[src/design/tspf_pkg.sv]
// shared types and constants of the transport stream sync framer
`default_nettype none
package tspf_pkg;

  localparam int unsigned BYTE_W   = 8;
  localparam int unsigned OFFS_W   = 32;
  localparam int unsigned ADDR_W   = 3;
  localparam int unsigned DATA_W   = 32;

  // register map, index = paddr[ADDR_W-1:2]
  localparam logic [ADDR_W-3:0] REG_SYNC_VALUE = '0;

  localparam logic [BYTE_W-1:0] SYNC_VALUE_RST = 8'd71;

  // taps of the lookahead line handed to the lock logic
  typedef struct packed {
    logic              vld;
    logic [BYTE_W-1:0] oldest;
    logic [BYTE_W-1:0] mid;
    logic [BYTE_W-1:0] newest;
  } tspf_taps_t;

endpackage
`default_nettype wire

[src/design/tspf_line.sv]
// lookahead shift line with fill tracking and pending-evaluation flag
`default_nettype none
module tspf_line import tspf_pkg::*; #(
  parameter int unsigned PKT_LEN = 188
) (
  input  wire logic              clk,
  input  wire logic              rst_n,
  input  wire logic              in_valid,
  input  wire logic [BYTE_W-1:0] in_byte,
  output logic                   in_ready,
  input  wire logic              adv,
  output tspf_taps_t             taps
);

  localparam int unsigned LINE_LEN = 2 * PKT_LEN + 1;
  localparam int unsigned FILL_W   = $clog2(LINE_LEN + 1);

  logic [BYTE_W-1:0] line_r [LINE_LEN];
  logic [FILL_W-1:0] fill_r;
  logic [FILL_W-1:0] fill_nxt;
  logic              pend_r;
  logic              pend_nxt;
  logic              acc;
  logic              full_after;

  assign in_ready   = !pend_r || adv;
  assign acc        = in_valid && in_ready;
  assign full_after = fill_r >= FILL_W'(LINE_LEN - 1);

  always_comb begin
    fill_nxt = fill_r;
    if (acc && (fill_r != FILL_W'(LINE_LEN))) begin
      fill_nxt = fill_r + FILL_W'(1);
    end
    priority if (acc) begin
      pend_nxt = full_after;
    end else if (adv) begin
      pend_nxt = 1'b0;
    end else begin
      pend_nxt = pend_r;
    end
  end

  always_ff @(posedge clk) begin
    if (!rst_n) begin
      fill_r <= '0;
      pend_r <= 1'b0;
    end else begin
      fill_r <= fill_nxt;
      pend_r <= pend_nxt;
    end
  end

  // newest byte enters at the top, oldest sits at index 0
  always_ff @(posedge clk) begin
    if (acc) begin
      for (int i = 0; i < LINE_LEN - 1; i++) begin
        line_r[i] <= line_r[i+1];
      end
      line_r[LINE_LEN-1] <= in_byte;
    end
  end

  // fields in struct order: vld, oldest, mid, newest
  assign taps = {pend_r, line_r[0], line_r[PKT_LEN], line_r[LINE_LEN-1]};

endmodule
`default_nettype wire

[src/design/tspf_lock.sv]
// sync lock tracking, packet framing and result register
`default_nettype none
module tspf_lock import tspf_pkg::*; #(
  parameter int unsigned PKT_LEN = 188
) (
  input  wire logic              clk,
  input  wire logic              rst_n,
  input  wire tspf_taps_t        taps,
  input  wire logic [BYTE_W-1:0] sync_value,
  output logic                   adv,
  output logic                   out_valid,
  input  wire logic              out_ready,
  output logic [BYTE_W-1:0]      out_data_byte,
  output logic                   out_first_of_packet,
  output logic                   out_last_of_packet,
  output logic [OFFS_W-1:0]      out_packet_offset
);

  localparam int unsigned BIP_W = $clog2(PKT_LEN);

  logic              locked_r;
  logic [BIP_W-1:0]  bip_r;
  logic [OFFS_W-1:0] oldest_pos_r;
  logic [OFFS_W-1:0] pkt_start_r;
  logic              out_valid_r;
  logic [BYTE_W-1:0] data_r;
  logic              first_r;
  logic              last_r;
  logic [OFFS_W-1:0] offs_r;

  logic              at_start;
  logic              at_end;
  logic              keep;
  logic              hit;
  logic              lock_now;
  logic [OFFS_W-1:0] start_now;

  assign adv       = taps.vld && (!out_valid_r || out_ready);
  assign at_start  = bip_r == '0;
  assign at_end    = bip_r == BIP_W'(PKT_LEN - 1);
  // a wrong first byte at a packet boundary drops the lock
  assign keep      = locked_r && !(at_start && (taps.oldest != sync_value));
  assign hit       = (taps.oldest == sync_value) && (taps.mid == sync_value) &&
                     (taps.newest == sync_value);
  assign lock_now  = keep || hit;
  assign start_now = at_start ? oldest_pos_r : pkt_start_r;

  always_ff @(posedge clk) begin
    if (!rst_n) begin
      locked_r     <= 1'b0;
      bip_r        <= '0;
      oldest_pos_r <= '0;
      pkt_start_r  <= '0;
      out_valid_r  <= 1'b0;
    end else begin
      if (adv) begin
        locked_r     <= lock_now;
        oldest_pos_r <= oldest_pos_r + OFFS_W'(1);
        out_valid_r  <= lock_now;
        // byte index is zero whenever hunting, so a fresh lock starts at zero
        if (lock_now) begin
          pkt_start_r <= start_now;
          bip_r       <= at_end ? '0 : bip_r + BIP_W'(1);
        end
      end else if (out_ready) begin
        out_valid_r <= 1'b0;
      end
    end
  end

  always_ff @(posedge clk) begin
    if (adv) begin
      data_r  <= taps.oldest;
      first_r <= at_start;
      last_r  <= at_end;
      offs_r  <= start_now;
    end
  end

  assign out_valid           = out_valid_r;
  assign out_data_byte       = data_r;
  assign out_first_of_packet = first_r;
  assign out_last_of_packet  = last_r;
  assign out_packet_offset   = offs_r;

endmodule
`default_nettype wire

[src/design/ts_packet_sync_framer_core.sv]
// top level of the transport stream sync framer
//
// takes a transport stream one byte per transfer on the in_ channel and
// emits sync-aligned packets of PKT_LEN bytes on the out_ channel, each byte
// marked first/last and tagged with the stream offset of its packet's first
// byte (wraps at 2^32). a 2*PKT_LEN+1 byte shift line looks ahead: a byte
// leaves as a result only when it is the oldest in the line, so the first
// 2*PKT_LEN bytes after reset produce nothing. while hunting, bytes are
// dropped until the oldest byte, the one PKT_LEN later and the newest all
// match sync_value; a mismatching first byte at a packet boundary drops lock
// and is rechecked at once.
// throughput is one byte per cycle while out_ready stays high. the transfer
// completing a byte's lookahead window sets the line stage's pending flag,
// then the lock/framing stage registers the result. a stalled receiver holds
// the output register; at most one more byte is taken into the line stage,
// where it waits with in_ready low. reset clears the fill count, lock state
// and offsets and sets sync_value to 71; sync_value sits at apb address 0.
`default_nettype none
module ts_packet_sync_framer_core import tspf_pkg::*; #(
  parameter int unsigned PKT_LEN = 188
) (
  input  wire logic              clk,
  input  wire logic              rst_n,
  input  wire logic              psel,
  input  wire logic              penable,
  input  wire logic              pwrite,
  input  wire logic [ADDR_W-1:0] paddr,
  input  wire logic [DATA_W-1:0] pwdata,
  output logic      [DATA_W-1:0] prdata,
  output logic                   pready,
  input  wire logic              in_valid,
  output logic                   in_ready,
  input  wire logic [BYTE_W-1:0] in_stream_byte,
  output logic                   out_valid,
  input  wire logic              out_ready,
  output logic [BYTE_W-1:0]      out_data_byte,
  output logic                   out_first_of_packet,
  output logic                   out_last_of_packet,
  output logic [OFFS_W-1:0]      out_packet_offset
);

  logic [BYTE_W-1:0] sync_r;
  logic              sel_sync;
  tspf_taps_t        taps;
  logic              adv;

  assign pready   = 1'b1;
  assign sel_sync = paddr[ADDR_W-1:2] == REG_SYNC_VALUE;
  assign prdata   = sel_sync ? {{(DATA_W - BYTE_W){1'b0}}, sync_r} : '0;

  always_ff @(posedge clk) begin
    if (!rst_n) begin
      sync_r <= SYNC_VALUE_RST;
    end else if (psel && penable && pwrite && sel_sync) begin
      sync_r <= pwdata[BYTE_W-1:0];
    end
  end

  tspf_line #(.PKT_LEN(PKT_LEN)) u_line (
    .clk      (clk),
    .rst_n    (rst_n),
    .in_valid (in_valid),
    .in_byte  (in_stream_byte),
    .in_ready (in_ready),
    .adv      (adv),
    .taps     (taps)
  );

  tspf_lock #(.PKT_LEN(PKT_LEN)) u_lock (
    .clk                 (clk),
    .rst_n               (rst_n),
    .taps                (taps),
    .sync_value          (sync_r),
    .adv                 (adv),
    .out_valid           (out_valid),
    .out_ready           (out_ready),
    .out_data_byte       (out_data_byte),
    .out_first_of_packet (out_first_of_packet),
    .out_last_of_packet  (out_last_of_packet),
    .out_packet_offset   (out_packet_offset)
  );

  // a ready receiver never backs up the input side
  a_ready_flow: assert property (@(posedge clk) disable iff (!rst_n)
    out_ready |-> in_ready)
    else $error("in_ready low while out_ready high");

  // packets are at least two bytes, so the marks never coincide
  a_marks: assert property (@(posedge clk) disable iff (!rst_n)
    out_valid |-> !(out_first_of_packet && out_last_of_packet))
    else $error("first and last mark on the same byte");

  // a pending evaluation only blocks input while the result side is stalled
  a_stall: assert property (@(posedge clk) disable iff (!rst_n)
    (taps.vld && !in_ready) |-> (out_valid && !out_ready))
    else $error("input stalled without a stalled result");

  // offset stays put while a stalled result waits
  a_hold_offs: assert property (@(posedge clk) disable iff (!rst_n)
    (out_valid && !out_ready) |=> $stable(out_packet_offset))
    else $error("result offset changed during a stall");

endmodule
`default_nettype wire

[config.mk]
export PLATFORM = sky130hd
export DESIGN_NAME = ts_packet_sync_framer_core
export DESIGN_NICKNAME = d
export VERILOG_FILES = /design/src/design/tspf_pkg.sv /design/src/design/tspf_line.sv /design/src/design/tspf_lock.sv /design/src/design/ts_packet_sync_framer_core.sv
export SDC_FILE = /design/constraint.sdc
export NUM_CORES = 2
export LEC_CHECK = 0
export BUFFER_PORTS_ARGS = -buffer_cell sky130_fd_sc_hd__buf_2
export CAP_MARGIN = 10
export CORE_MARGIN = 2
export CORE_UTILIZATION = 60
export CTS_BUF_LIST = sky130_fd_sc_hd__clkbuf_8
export DETAILED_ROUTE_END_ITERATION = 6
export PLACE_DENSITY_LB_ADDON = 0.25
export SYNTH_ARGS = -nofsm -noshare
export SYNTH_HDL_FRONTEND = slang
export SYNTH_SLANG_ARGS = --single-unit
[constraint.sdc]
create_clock -name clk -period 149.2 [get_ports clk]
set_input_delay 29.84 -clock clk [delete_from_list [all_inputs] [get_ports clk]]
set_output_delay 29.84 -clock clk [all_outputs]
set_load 0.02 [all_outputs]
==> results.sh <==
export IMPL_die_h_um=405
export IMPL_cts_path_max_buffers=4
export IMPL_clk_latency_ps=1040
export IMPL_track_usage=0.142
export IMPL_holdPathEnd="u_line.line_r[36][25]"
export IMPL_synthAdderAreaFrac=0.000778
export IMPL_worst_slack_ps=88930
export IMPL_post_route_period_util=0.404
export IMPL_rr_startpoint="u_line.pend_r"
export IMPL_post_cts_buffers=0
export IMPL_async_reset_ff_frac=0
export IMPL_io_buffers=75
export IMPL_hpwl_um=53300
export IMPL_yosysMostFrequentCell="edfxtp_1"
export IMPL_drive_gt1_frac=0.155
export IMPL_final_core_util=0.674
export IMPL_yosys_top_cells_area="edfxtp_1, dfxtp_1, mux2_2"
export IMPL_postRouteAntennaNets=0
export IMPL_muxShareOfSynthArea=0.00715
export IMPL_wl_per_cell_um=17.9
export IMPL_cts_htree_levels=5
export IMPL_vdd_drop_max_mv=0.0130
export IMPL_ys_ff_latch=3150
export IMPL_cts_buffers=464
export IMPL_path_buf_inv=2
export IMPL_path_cells="buf_2 > nand3b_1 > buf_2"
export IMPL_p_leak_nw=37.0
export IMPL_powerDensity_nw_per_um2=15.4
export IMPL_drt_iter0_markers=3533
export IMPL_cpPeakStageDelay_ps=260
export IMPL_min_period_ps=60270
export IMPL_synth_xor_area_frac=0.00327
export IMPL_setup_viol=0
export IMPL_arrival_ps=30430
export IMPL_yosysWarnings=0
export IMPL_p_int_mw=1.33
export IMPL_clkPwrFrac=0.365
export IMPL_worstPathRequired_ps=119360
export IMPL_yosys_area_share_simple=0.0111
export IMPL_hold_violations=0
export IMPL_routabilityCongestion=0.710
export IMPL_routed_wl_um=118000
export IMPL_fin_worst_skew_ps=92.5
export IMPL_tightest_slew_ps=1100
export IMPL_dieArea_um2=164000
export IMPL_total_power_mw=1.66
export IMPL_path_clk_slew_ps=60
export IMPL_vias=33800
export IMPL_max_cap_viol_count=0
export IMPL_worst_setup_path_type="primary input to output port"
export IMPL_hold_start="u_line.line_r[37][1]"
export IMPL_p_comb_frac=0.011
export IMPL_fmax_ghz=0.0166
export IMPL_cts_resized=0
export IMPL_crit_slowest_cell="nand3b_1"
export IMPL_synth_flop_cell="edfxtp_1"
export IMPL_power_switching_mw=0.331
export IMPL_netlist_area_um2=96500
export IMPL_postSynthCellCount=3587
export IMPL_grt_overflow_total=0
export IMPL_dpl_worst_slack_ps=88940
export IMPL_cts_sinks=3150
export IMPL_seqPwrFrac=0.625
export IMPL_synthTopCellsByCount="edfxtp_1, dfxtp_1, nor2_1"
export IMPL_rsz0062_at_grt="no"
export IMPL_core_area_um2=160000
export IMPL_first_pass_iters=7
export IMPL_reg2reg_to="u_line.line_r[89][0]"
export IMPL_fin_setup_tns_ps=0
export IMPL_cts_tree="yes"
export IMPL_fin_nets=4201
export IMPL_syn_area_per_cell_um2=26.9
export IMPL_grt_pass1_wl_um=179000
export IMPL_yosys_area_top_type_share=0.952
export IMPL_grt_max_degree=207
export IMPL_relSlewSlack=0.269
export IMPL_switching_share=0.199
export IMPL_grt_pass1_vias=32500
export IMPL_critPathLaunchType="primary input"
export IMPL_rrSetupSlack_ps=142970
export IMPL_crit_fanout=3
export IMPL_hold_buffers=0
export IMPL_synth_top_area_cell="edfxtp_1"
export IMPL_outcome="complete, no violations"
export IMPL_antenna_found_initial=4
export IMPL_syn2layout_area_growth_pct=11.8
export IMPL_hp_class="flop to flop"
export IMPL_initial_core_util=0.603
export IMPL_holdPathStages=0
export IMPL_synth_compound_area_frac=0.00311
export IMPL_worst_r2r_cell_count=7
export IMPL_rows=147
export IMPL_root_buffer="clkbuf_8"
export IMPL_critPathTopFamily="buffers and inverters"
export IMPL_finalMaxSlewViolations=0
export IMPL_synth_edff_count=3058
export IMPL_drc=0
export IMPL_critPathMostFrequentCell="buf_2"
export IMPL_seq_area_frac_synth=0.971
export IMPL_ys_types=46
export IMPL_end_kind="output port"
export IMPL_synth_top_family_by_area="simple AND/OR/NAND/NOR gates"
export IMPL_die_width_um=405
export IMPL_viasPerCell=5.12
export IMPL_hold_ws_ps=364
export IMPL_ioPinCount=127
==> through the flow <==
step           cells  cell area, µm²
3_3_place_gp    5765           99600
5_1_grt         6597          108000
6_report        6599          108000
2_1_floorplan   3610           96500
3_5_place_dp    5765           99600
4_1_cts         6594          108000
==> flip-flops by register name, summed over array words and instances, names as in the netlist, 8 cells and up <==
signal and count:
u_line.fill_r 9, sync_r 8, u_lock.bip_r 8, u_lock.oldest_pos_r 32, u_lock.out_packet_offset 32, u_lock.out_data_byte 8, u_lock.pkt_start_r 32, u_line.line_r 3016
==> per-layer routing <==
metal  track usage  routed length [µm]
met1         0.243               61900
met4        0.0600                2740
met5             0                  11
met3        0.0416                7480
met2         0.169               46000
==> power by group through the flow <==
stage | combinational (mW) | clock, mW | sequential (mW)
after floorplan | 0.0134 | 0 | 1.19
after global placement | 0.0176 | 0 | 1.06
after detailed placement | 0.0184 | 0 | 1.06
after CTS | 0.0181 | 0.631 | 1.04
after global routing | 0.0200 | 0.669 | 1.04
final | 0.0176 | 0.606 | 1.04
==> worst max path at each step <==
stage | slack (ps) | startpoint | endpoint | cells past startpoint
after detailed placement | 88940 | out_ready | in_ready | 3
after global placement | 88950 | out_ready | in_ready | 3
after floorplan | 20480 | out_ready | u_line.fill_r[0] | 6
after global routing | 88900 | out_ready | in_ready | 3
final | 88930 | out_ready | in_ready | 3
after CTS | 88940 | out_ready | in_ready | 3
==> layout by cell type (no fill, tap or decap), types with 10 or more instances in the layout <==
cell type,n
o21ai_0,13
xor2_1,26
buf_4,36
clkbuf_8,478
edfxtp_1,3058
mux2i_1,34
clkinv_1,127
and3_1,14
nor2_1,73
nand2_1,49
a21oi_1,18
conb_1,25
xnor2_1,10
inv_1,170
or3_1,11
nand3_1,22
mux2_2,31
buf_2,75
dfxtp_1,92
clkinv_2,46
==> cell type report <==
cell class	count	area [µm²]
Inverter	13	48.8
Multi-Input combinational cell	401	2560
Fill cell	9418	52200
Timing Repair Buffer	115	726
Sequential cell	3150	93700
Clock inverter	351	1590
Clock buffer	478	6580
Tap cell	2086	2610
Antenna cell	5	12.5
==> kinds of logic after synthesis <==
logic type	count (synthesis)
AO/OA/AOI/OAI	48
XOR/XNOR	36
adder cells (fa/ha/maj)	6
buffers and inverters	59
flip-flops	3150
multiplexers	65
other	2
AND/OR/NAND/NOR	221
Power figures use the tool's default switching activity.
